===== src/rtl/core/ssdp_pkg.sv =====
// ssdp_pkg: shared types, constants and lookup functions of the SSDP header parser.
`timescale 1ns / 1ps
package ssdp_pkg;

  localparam int NumKeys    = 9;
  localparam int StatusLen  = 15;
  localparam int QueueDepth = 4;
  localparam int QueuePtrW  = $clog2(QueueDepth);

  localparam logic [7:0] CH_LF    = 8'h0A;
  localparam logic [7:0] CH_CR    = 8'h0D;
  localparam logic [7:0] CH_SPACE = 8'h20;
  localparam logic [7:0] CH_COLON = 8'h3A;
  localparam logic [7:0] CH_NUL   = 8'h00;

  localparam logic [1:0] KIND_VALUE = 2'd0;
  localparam logic [1:0] KIND_END   = 2'd1;
  localparam logic [1:0] KIND_CLASS = 2'd2;

  localparam logic [1:0] CLS_NONE    = 2'd0;
  localparam logic [1:0] CLS_NO_HTTP = 2'd1;
  localparam logic [1:0] CLS_UPNP    = 2'd2;

  // bundle mask bits, in emit order
  localparam int BM_CR    = 0;
  localparam int BM_BYTE  = 1;
  localparam int BM_END   = 2;
  localparam int BM_CLASS = 3;

  typedef enum logic [1:0] {
    PH_SEEK = 2'd0,
    PH_HDR  = 2'd1,
    PH_DONE = 2'd2
  } phase_t;

  typedef enum logic [1:0] {
    MD_KEY  = 2'd0,
    MD_VAL  = 2'd1,
    MD_SKIP = 2'd2
  } mode_t;

  typedef struct packed {
    logic [7:0] payload_byte;
    logic       packet_end;
  } in_item_t;

  typedef struct packed {
    logic [1:0] result_kind;
    logic [3:0] header_key;
    logic [7:0] value_byte;
    logic [1:0] classification;
    logic       run_last;
  } out_item_t;

  // all results caused by one input item
  typedef struct packed {
    logic [3:0] mask;
    logic [3:0] key;
    logic [7:0] vbyte;
    logic [1:0] cls;
  } bundle_t;

  function automatic logic [3:0] key_len(input logic [3:0] k);
    logic [3:0] n;
    case (k)
      4'd0:    n = 4'd6;
      4'd1:    n = 4'd8;
      4'd2:    n = 4'd3;
      4'd3:    n = 4'd3;
      4'd4:    n = 4'd2;
      4'd5:    n = 4'd5;
      4'd6:    n = 4'd12;
      4'd7:    n = 4'd4;
      4'd8:    n = 4'd13;
      default: n = 4'd0;
    endcase
    return n;
  endfunction

  // lower-case key character at position p, zero past the end of the name
  function automatic logic [7:0] key_char(input logic [3:0] k, input logic [3:0] p);
    logic [103:0] s;
    logic [3:0]   n;
    logic [3:0]   idx;
    logic [7:0]   c;
    n = key_len(k);
    case (k)
      4'd0:    s = 104'("server");
      4'd1:    s = 104'("location");
      4'd2:    s = 104'("usn");
      4'd3:    s = 104'("ext");
      4'd4:    s = 104'("st");
      4'd5:    s = 104'("agent");
      4'd6:    s = 104'("x-user-agent");
      4'd7:    s = 104'("date");
      4'd8:    s = 104'("cache-control");
      default: s = '0;
    endcase
    idx = n - 4'd1 - p;
    if (p < n) begin
      c = s[{idx, 3'b000} +: 8];
    end else begin
      c = 8'h00;
    end
    return c;
  endfunction

  // status line character at position p, zero past the end
  function automatic logic [7:0] status_char(input logic [3:0] p);
    logic [119:0] s;
    logic [3:0]   idx;
    logic [7:0]   c;
    s   = "HTTP/1.1 200 OK";
    idx = 4'(StatusLen - 1) - p;
    if (p < 4'(StatusLen)) begin
      c = s[{idx, 3'b000} +: 8];
    end else begin
      c = 8'h00;
    end
    return c;
  endfunction

endpackage


===== src/rtl/core/ssdp_front.sv =====
// ssdp_front: per-byte line parser; turns each accepted byte into a result bundle.
`timescale 1ns / 1ps
module ssdp_front
  import ssdp_pkg::*;
(
  input  logic     clk,
  input  logic     rst_n,
  input  logic     take,
  input  in_item_t item,
  output logic     bundle_push,
  output bundle_t  bundle
);

  phase_t     phase_r, phase_nxt;
  mode_t      mode_r, mode_nxt;
  logic [3:0] pos_r, pos_nxt;
  logic [8:0] cand_r, cand_nxt;
  logic [3:0] akey_r, akey_nxt;
  logic       vstart_r, vstart_nxt;
  logic       hcr_r, hcr_nxt;
  logic       smis_r, smis_nxt;
  logic [1:0] pcls_r, pcls_nxt;

  logic [7:0] b;
  logic [7:0] lc;
  logic       term;
  logic       do_end;

  assign b = item.payload_byte;

  always_comb begin
    phase_nxt  = phase_r;
    mode_nxt   = mode_r;
    pos_nxt    = pos_r;
    cand_nxt   = cand_r;
    akey_nxt   = akey_r;
    vstart_nxt = vstart_r;
    hcr_nxt    = hcr_r;
    smis_nxt   = smis_r;
    pcls_nxt   = pcls_r;
    bundle     = '0;
    lc         = (b inside {[8'h41:8'h5A]}) ? b + 8'd32 : b;
    term       = (b == CH_NUL) || (b == CH_LF);

    // ordinary byte
    if (phase_r != PH_DONE && !term) begin
      if (phase_r == PH_SEEK) begin
        if (hcr_nxt) begin
          if (status_char(pos_nxt) != CH_CR) smis_nxt = 1'b1;
          if (pos_nxt != 4'hF) pos_nxt = pos_nxt + 4'd1;
          hcr_nxt = 1'b0;
        end
        if (b == CH_CR) begin
          hcr_nxt = 1'b1;
        end else begin
          if (status_char(pos_nxt) != b) smis_nxt = 1'b1;
          if (pos_nxt != 4'hF) pos_nxt = pos_nxt + 4'd1;
        end
      end else if (mode_r == MD_KEY) begin
        if (b == CH_COLON) begin
          mode_nxt = MD_SKIP;
          for (int k = 0; k < NumKeys; k++) begin
            if (cand_r[k] && key_len(4'(k)) == pos_r) begin
              akey_nxt   = 4'(k);
              mode_nxt   = MD_VAL;
              vstart_nxt = 1'b0;
            end
          end
        end else begin
          for (int k = 0; k < NumKeys; k++) begin
            if (key_char(4'(k), pos_r) != lc) cand_nxt[k] = 1'b0;
          end
          if (pos_r != 4'hF) pos_nxt = pos_r + 4'd1;
        end
      end else if (mode_r == MD_VAL) begin
        if (hcr_r) begin
          bundle.mask[BM_CR] = 1'b1;
          hcr_nxt = 1'b0;
        end
        if (b == CH_CR) begin
          hcr_nxt = 1'b1;
        end else if (!(!vstart_r && b == CH_SPACE)) begin
          bundle.mask[BM_BYTE] = 1'b1;
        end
        vstart_nxt = 1'b1;
      end
    end

    bundle.key   = akey_nxt;
    bundle.vbyte = b;

    // end of line: LF, NUL or packet end
    do_end = (phase_r != PH_DONE) && (term || item.packet_end);
    if (do_end) begin
      if (phase_r == PH_SEEK) begin
        if (pos_nxt != 4'd0) begin
          if (smis_nxt || pos_nxt != 4'(StatusLen)) begin
            pcls_nxt  = CLS_NO_HTTP;
            phase_nxt = PH_DONE;
          end else begin
            pcls_nxt  = CLS_UPNP;
            phase_nxt = PH_HDR;
          end
        end
      end else if (mode_nxt == MD_VAL) begin
        bundle.mask[BM_END] = 1'b1;
      end
      pos_nxt    = '0;
      mode_nxt   = MD_KEY;
      cand_nxt   = '1;
      akey_nxt   = '0;
      vstart_nxt = 1'b0;
      hcr_nxt    = 1'b0;
      smis_nxt   = 1'b0;
    end
    if (phase_r != PH_DONE && b == CH_NUL) phase_nxt = PH_DONE;

    if (item.packet_end) begin
      bundle.mask[BM_CLASS] = 1'b1;
      bundle.cls = pcls_nxt;
      phase_nxt  = PH_SEEK;
      pcls_nxt   = CLS_NONE;
      pos_nxt    = '0;
      mode_nxt   = MD_KEY;
      cand_nxt   = '1;
      akey_nxt   = '0;
      vstart_nxt = 1'b0;
      hcr_nxt    = 1'b0;
      smis_nxt   = 1'b0;
    end

    bundle_push = take && (bundle.mask != 4'd0);
  end

  always_ff @(posedge clk) begin
    if (!rst_n) begin
      phase_r  <= PH_SEEK;
      mode_r   <= MD_KEY;
      pos_r    <= '0;
      cand_r   <= '1;
      akey_r   <= '0;
      vstart_r <= 1'b0;
      hcr_r    <= 1'b0;
      smis_r   <= 1'b0;
      pcls_r   <= CLS_NONE;
    end else if (take) begin
      phase_r  <= phase_nxt;
      mode_r   <= mode_nxt;
      pos_r    <= pos_nxt;
      cand_r   <= cand_nxt;
      akey_r   <= akey_nxt;
      vstart_r <= vstart_nxt;
      hcr_r    <= hcr_nxt;
      smis_r   <= smis_nxt;
      pcls_r   <= pcls_nxt;
    end
  end

endmodule


===== src/rtl/core/ssdp_queue.sv =====
// ssdp_queue: short bundle queue between the parser front and the result back end.
`timescale 1ns / 1ps
module ssdp_queue
  import ssdp_pkg::*;
(
  input  logic    clk,
  input  logic    rst_n,
  input  logic    push,
  input  bundle_t push_data,
  input  logic    pop,
  output bundle_t head,
  output logic    full,
  output logic    empty
);

  bundle_t                entries_r [QueueDepth];
  logic [QueuePtrW-1:0]   wr_r, wr_nxt;
  logic [QueuePtrW-1:0]   rd_r, rd_nxt;
  logic [QueuePtrW:0]     cnt_r, cnt_nxt;
  logic                   do_push;
  logic                   do_pop;

  assign full    = (cnt_r == (QueuePtrW+1)'(QueueDepth));
  assign empty   = (cnt_r == '0);
  assign head    = entries_r[rd_r];
  assign do_push = push && !full;
  assign do_pop  = pop && !empty;

  always_comb begin
    wr_nxt  = do_push ? wr_r + QueuePtrW'(1) : wr_r;
    rd_nxt  = do_pop ? rd_r + QueuePtrW'(1) : rd_r;
    cnt_nxt = cnt_r;
    if (do_push && !do_pop) cnt_nxt = cnt_r + (QueuePtrW+1)'(1);
    if (!do_push && do_pop) cnt_nxt = cnt_r - (QueuePtrW+1)'(1);
  end

  always_ff @(posedge clk) begin
    if (!rst_n) begin
      wr_r  <= '0;
      rd_r  <= '0;
      cnt_r <= '0;
    end else begin
      wr_r  <= wr_nxt;
      rd_r  <= rd_nxt;
      cnt_r <= cnt_nxt;
    end
  end

  always_ff @(posedge clk) begin
    if (do_push) entries_r[wr_r] <= push_data;
  end

endmodule


===== src/rtl/core/ssdp_back.sv =====
// ssdp_back: holds one bundle and hands out its results one per pop, oldest first.
`timescale 1ns / 1ps
module ssdp_back
  import ssdp_pkg::*;
(
  input  logic      clk,
  input  logic      rst_n,
  input  bundle_t   head,
  input  logic      q_empty,
  output logic      q_pop,
  input  logic      out_pop,
  output logic      out_empty,
  output out_item_t out_item
);

  logic [3:0] mask_r, mask_nxt;
  logic [3:0] key_r;
  logic [7:0] vbyte_r;
  logic [1:0] cls_r;
  logic [3:0] rest;
  logic       single;
  logic       load;

  assign out_empty = (mask_r == 4'd0);
  assign rest      = mask_r & (mask_r - 4'd1);
  assign single    = (rest == 4'd0);
  assign load      = (out_empty || (out_pop && single)) && !q_empty;
  assign q_pop     = load;

  always_comb begin
    out_item          = '0;
    out_item.run_last = single;
    if (mask_r[BM_CR]) begin
      out_item.result_kind = KIND_VALUE;
      out_item.header_key  = key_r;
      out_item.value_byte  = CH_CR;
    end else if (mask_r[BM_BYTE]) begin
      out_item.result_kind = KIND_VALUE;
      out_item.header_key  = key_r;
      out_item.value_byte  = vbyte_r;
    end else if (mask_r[BM_END]) begin
      out_item.result_kind = KIND_END;
      out_item.header_key  = key_r;
    end else begin
      out_item.result_kind    = KIND_CLASS;
      out_item.classification = cls_r;
    end

    mask_nxt = mask_r;
    if (load) begin
      mask_nxt = head.mask;
    end else if (out_pop && !out_empty) begin
      mask_nxt = rest;
    end
  end

  always_ff @(posedge clk) begin
    if (!rst_n) begin
      mask_r <= '0;
    end else begin
      mask_r <= mask_nxt;
    end
  end

  always_ff @(posedge clk) begin
    if (load) begin
      key_r   <= head.key;
      vbyte_r <= head.vbyte;
      cls_r   <= head.cls;
    end
  end

endmodule


===== src/rtl/core/ssdp_response_header_parser.sv =====
// ssdp_response_header_parser: top level of the SSDP response header parser.
// Results: an accepted byte's bundle is queued, then loaded into the back-end register.
// Throughput: one byte per cycle while in_full is low; a byte with k results holds the back
//   end for k pops; the 4-entry bundle queue absorbs bursts so in_full rises only when full.
// Reset: rst_n is synchronous, active low; parser goes to status-line search, queue empties.
`timescale 1ns / 1ps
module ssdp_response_header_parser
  import ssdp_pkg::*;
(
  input  logic      clk,
  input  logic      rst_n,
  input  logic      in_push,
  output logic      in_full,
  input  in_item_t  in_item,
  output logic      out_empty,
  input  logic      out_pop,
  output out_item_t out_item
);

  logic    take;
  logic    bundle_push;
  bundle_t bundle;
  bundle_t head;
  logic    q_full;
  logic    q_empty;
  logic    q_pop;

  // an item is taken whenever the queue has room; bytes with no results push nothing
  assign in_full = q_full;
  assign take    = in_push && !q_full;

  // front: line splitting, status check, key match
  ssdp_front u_front (
    .clk         (clk),
    .rst_n       (rst_n),
    .take        (take),
    .item        (in_item),
    .bundle_push (bundle_push),
    .bundle      (bundle)
  );

  // decoupling queue of per-item result bundles
  ssdp_queue u_queue (
    .clk       (clk),
    .rst_n     (rst_n),
    .push      (bundle_push),
    .push_data (bundle),
    .pop       (q_pop),
    .head      (head),
    .full      (q_full),
    .empty     (q_empty)
  );

  // back: serializes a bundle into single results
  ssdp_back u_back (
    .clk       (clk),
    .rst_n     (rst_n),
    .head      (head),
    .q_empty   (q_empty),
    .q_pop     (q_pop),
    .out_pop   (out_pop),
    .out_empty (out_empty),
    .out_item  (out_item)
  );

endmodule

===== config.mk =====
export PLATFORM = sky130hd
export DESIGN_NAME = ssdp_response_header_parser
export DESIGN_NICKNAME = d
export VERILOG_FILES = /design/src/rtl/core/ssdp_pkg.sv /design/src/rtl/core/ssdp_front.sv /design/src/rtl/core/ssdp_queue.sv /design/src/rtl/core/ssdp_back.sv /design/src/rtl/core/ssdp_response_header_parser.sv
export SDC_FILE = /design/constraint.sdc
export NUM_CORES = 1
export LEC_CHECK = 0
export BUFFER_PORTS_ARGS = -buffer_cell sky130_fd_sc_hd__buf_2
export CAP_MARGIN = 20
export CELL_PAD_IN_SITES_DETAIL_PLACEMENT = 1
export CELL_PAD_IN_SITES_GLOBAL_PLACEMENT = 1
export CORE_MARGIN = 1.5
export CORE_UTILIZATION = 50
export DETAILED_ROUTE_END_ITERATION = 16
export PLACE_DENSITY = 0.9
export SYNTH_ARGS = -nofsm -noshare
export SYNTH_HDL_FRONTEND = slang
export SYNTH_SLANG_ARGS = --single-unit

===== constraint.sdc =====
create_clock -name clk -period 5 [get_ports clk]
set_input_delay 0.75 -clock clk [delete_from_list [all_inputs] [get_ports clk]]
set_output_delay 0.75 -clock clk [all_outputs]
set_load 0.01 [all_outputs]

Word-level counts from Yosys, hierarchy flattened

Memories as Yosys holds them, arrays and structs flattened. A register that Yosys moved wholly into a read port is not among the register bits.
Cells that the tools add are included.

Bits in registers: 51
Memories: 1
Output and inout bits: 19
Word-level logic and storage cells: 463
Bits in writable memories: 72

Memory list:

| name              | words | width | rd ports | clocked after memory_dff | write ports | line             | text |
|---|---|---|---|---|---|---|---|
| u_queue.entries_r | 4     | 18    | 1        | 1                        | 1           | ssdp_queue.sv:16 | `bundle_t entries_r [QueueDepth];` |

$add $sub $neg: 26
Shift operators: 11
Multiplexer cells: 281
Equal/unequal tests: 35
Reduce and logical (&&, ||, !) cells: 72
Bitwise operators: 1
Magnitude comparators: 12

Operator list:

| cell                     | number |
|---|---|
| $mux 104                 | 36 |
| $shiftx 104x8->8         | 9 |
| $mux 8                   | 55 |
| $mux 4                   | 94 |
| $shiftx 120x8->8 const A | 2 |
| $ne 8x8->1               | 10 |
| $mux 2                   | 37 |
| $reduce_and 6->1         | 10 |
| $mux 9                   | 6 |
| $mux 1                   | 49 |
| $reduce_bool 3->1        | 14 |
| $sub 4x1->4 const B      | 9 |
| $eq 4x4->1               | 8 |
| $lt 4x4->1               | 8 |
| $sub 4x4->4              | 8 |
| $logic_and 1x1->1        | 23 |
| $eq 8x4->1 const B       | 2 |
| $eq 8x6->1 const B       | 2 |
| $reduce_bool 4->1        | 4 |
| $mux 14                  | 1 |
| $ne 12x11->1 const B     | 1 |
| $ne 4x4->1 const B       | 3 |
| $add 4x1->4 const B      | 2 |
| $add 8x6->8 const B      | 1 |
| other kinds (25)         | 44 |

Longest topological paths before layout

Depth after elaboration: 30
Depth in mapped cells: 19
Gate-level depth less buffers: 18

Hierarchy

From an unflattened synthesis, not the netlist that was laid out.

Cells, all modules: 819
Area, all modules: 8079.0 um^2

Modules (own cells, without submodules):

| module                      | instances | cells each | area an instance (um^2) | sequential area each (um^2) |
|---|---|---|---|---|
| ssdp_front                  | 1         | 608        | 4170.2                  | 520.5 |
| ssdp_queue                  | 1         | 148        | 3103.0                  | 2342.2 |
| ssdp_back                   | 1         | 62         | 792.0                   | 500.5 |
| ssdp_response_header_parser | 1         | 1          | 13.8                    | 0.0 |

Least setup slack after synthesis

Ideal clock, no wire load.

Path kind: register -> register
Start point: register u_front.pos_r[0]
End point: memory u_queue.entries_r[0][1] (netlist bit), data pin
Arrival: 4.211 ns
Path slack: 0.604 ns
Period minus slack after synthesis: 4.396 ns
Setup time: 0.185 ns
Cell stages (with the launch flop): 20
Buffers on the path: 1
Path through: dfxtp_1 -> clkbuf_1 -> clkinv_1 -> ha_1 -> inv_1 -> nor2_1 -> a21oi_1 -> inv_1 -> ha_1 -> inv_1 -> ha_1 -> nand2b_1 -> a21boi_0 -> nor2_1 -> a211o_1 -> a2111oi_0 -> nand4_1 -> o41ai_1 -> nand2_1 -> o22ai_1

RTL lines:

| item                   | line              | text |
|---|---|---|
| from (decl)            | ssdp_front.sv:16  | `logic [3:0] pos_r, pos_nxt;` |
| from (signal assigned) | ssdp_front.sv:149 | `pos_r <= pos_nxt;` |
| to (decl)              | ssdp_queue.sv:16  |  |

==> metrics.cfg <==
[run_status]
status=finished clean

[cells_and_area]
drive_above_1_share=0.153
final_common_cell=edfxtp_1
seq_area_um2=3360
multiInputGateArea_um2=4260
mostFrequentLayoutCells=edfxtp_1 (86), nand2_1 (67), nor2_1 (52), o21ai_0 (47), a21oi_1 (45)
nFillCells=1746
stdcell_count=1073
num_antenna_cells=0
nNetsFinal=892
area_growth_pct=13.4

[floorplanning]
dieWidth_um=129
ios=32
std_cell_rows=46
die_h_um=129
dieArea_um2=16800
core_area_um2=15800
start_util=0.507

[power]
p_leak_nw=3.32
power.density_nw_per_um2=413
switching_share=0.334
ir_worst_vdd_mv=0.282
p_int_mw=2.49
switchingPower_mw=1.25
clockPowerShare=0.372
p_comb_frac=0.262
total_power_mw=3.74
p_seq_frac=0.366

[drt]
drt-total-wl_um=29100
final_antenna_net_count=0
route.detailed.drc=0
drtPass1Iterations=8
vias=7360
routedWlPerCell_um=27.1
avgViaCountPerCell=6.86
drt-initial-drc-count=763

[clock_network]
ctsRootBufferMaster=clkbuf_16
h-tree-depth=4
cts.path.max_buffers=2
clock_latency_ns=0.44
cts_sinks=125
clk_pin_slew_worst_paths_ns=0.06
cts_made_buffers=17
cts_tree=done

[flow_run]
drv_cap=0

[sta]
worst_slew_pin_slew_ns=1.08
final_max_slew_viol_count=0
max_freq_mhz=210
setup_viol_count_final=0
tns_ns=0
slew_headroom=0.277
finalHoldViolations=0
post-route-period-util=0.954
grt_setup_unrepaired=no
clock-skew-final_ns=0.00958
setup_ws_ns=0.231
whs_ns=0.468
post-route-min-period_ns=4.77

[yosys]
ys_seq_elements=125
syn-num-nets=863
synth_top_cell_area_share=0.323
ys.warnings.count=0
syn_area_um2=7990
async_flop_share=0
synth_area_leader_cell=edfxtp_1
avgSynthCellArea_um2=9.81
synthTopCellsByArea=edfxtp_1 (32%), dfxtp_1 (9.8%), ha_1 (5.3%)
synth_edf_count=86
ys.flop_type=edfxtp_1
yosysSeqAreaShare=0.421
synth_cells=815
synth.distinct_cells=76

[setup_path]
crit_arrival_ns=5.13
cp.required_ns=5.36
worstSetupPathType=reg2reg
crit_fanout=26
cp-start-kind=flop
end_kind=flop

[placed_design]
dp_cells=1040
dp_slack_ns=0.410
io_buffers=31
dp_hpwl_um=17300
place.gp.congestion=0.901

[grt]
grt_pass1_wl_um=45000
globalRouteOverflowTotal=0
grt_start_max_net_pins=36
antenna_found_initial=0
grt_pass1_vias=7715
track_usage=0.360

[hold_path]
hp-class=reg2reg

[final cells by class]
class                      count  share of cell area
multi-input combinational    601               0.470
sequential                   125               0.371
clock buffer                  18              0.0474
timing repair buffer          64              0.0442
tap                          216              0.0298
clock inverter                14              0.0226
inverter                      35              0.0145
[synthesized netlist by cell type, drive strengths merged (12+ instances only)]
master	number
edfxtp	86
nand2	67
nor2	52
o21ai	49
a21oi	45
clkbuf	42
dfxtp	39
ha	34
inv	32
nor2b	27
nor3	26
xnor2	24
mux2i	19
and2	18
mux4	18
nand3	18
a31oi	16
nand2b	14
nor4	13
buf	12
[metrics by stage]
| step | utilization | cell area, µm² |
|---|---|---|
| 6_report | 0.575 | 9060 |
| 5_1_grt | 0.575 | 9060 |
| 4_1_cts | 0.574 | 9050 |
| 3_5_place_dp | 0.534 | 8410 |
| 3_3_place_gp | 0.534 | 8410 |
| 2_1_floorplan | - | 7990 |
[logic make-up after synthesis]
logic type | count (synthesis) | synth area share
compound gates | 206 | 0.170
xor+xnor | 36 | 0.0412
fa+ha+maj | 35 | 0.0557
buf+inv | 89 | 0.0470
flops | 125 | 0.421
mux | 42 | 0.0816
simple gates | 282 | 0.184
[flip-flops by register name, indices dropped and copies added, names as in the netlist, 3 cells and up, named ones only]
register and count:
u_back.key_r 4, u_back.vbyte_r 8, u_back.mask_r 4, u_queue.entries_r 72, u_front.akey_r 4, u_queue.cnt_r 3, u_front.cand_r 9, u_front.pos_r 4
[worst max-delay path: stages (launching register included)]
cell      delay, ns
dfxtp_1        0.36
buf_4          0.32
ha_1           0.53
nand3_1        0.21
nand2_1        0.15
a21o_1         0.14
nand2b_1       0.29
a21oi_1        0.14
nor4b_1        0.88
o41a_1         0.43
inv_1          0.15
ha_1           0.24
inv_1          0.08
fa_1           0.18
xor2_1         0.08
or3_1          0.32
a21boi_0       0.18
[per-layer routing]
| layer | up-vias | global-route usage | routed length (µm) |
|---|---|---|---|
| met5 | - | 0 | 0 |
| met4 | 0 | 0.199 | 1490 |
| met3 | 154 | 0.105 | 2700 |
| met2 | 526 | 0.604 | 13900 |
| met1 | 3599 | 0.415 | 11000 |
| li1 | 3081 | - | - |
[final timing paths]
check | start | end | slack, ns | depth (start not counted)
setup reg to reg | u_front.pos_r[2] | u_queue.cnt_r[2] | 0.23 | 16
hold reg to reg | u_front.cand_r[1] | u_front.cand_r[1] | 0.47 | 2
hold / removal | u_front.cand_r[1] | u_front.cand_r[1] | 0.47 | 2
setup / recovery | u_front.pos_r[2] | u_queue.cnt_r[2] | 0.23 | 16
[power groups by stage]
stage          clock network (mW)  logic (mW)  registers [mW]
2_1_floorplan                   0       0.647            1.32
3_3_place_gp                    0       0.852            1.36
3_5_place_dp                    0       0.916            1.37
4_1_cts                      1.38       0.971            1.37
5_1_grt                      1.42        1.05            1.38
6_report                     1.39       0.981            1.37
[what timing repair did]
item	in CTS	in global routing
hold buffers	0	0
setup buffers	0	0
setup endpoints to repair	0	4
gates resized for setup	0	1
Power figures use the tool's default switching activity.
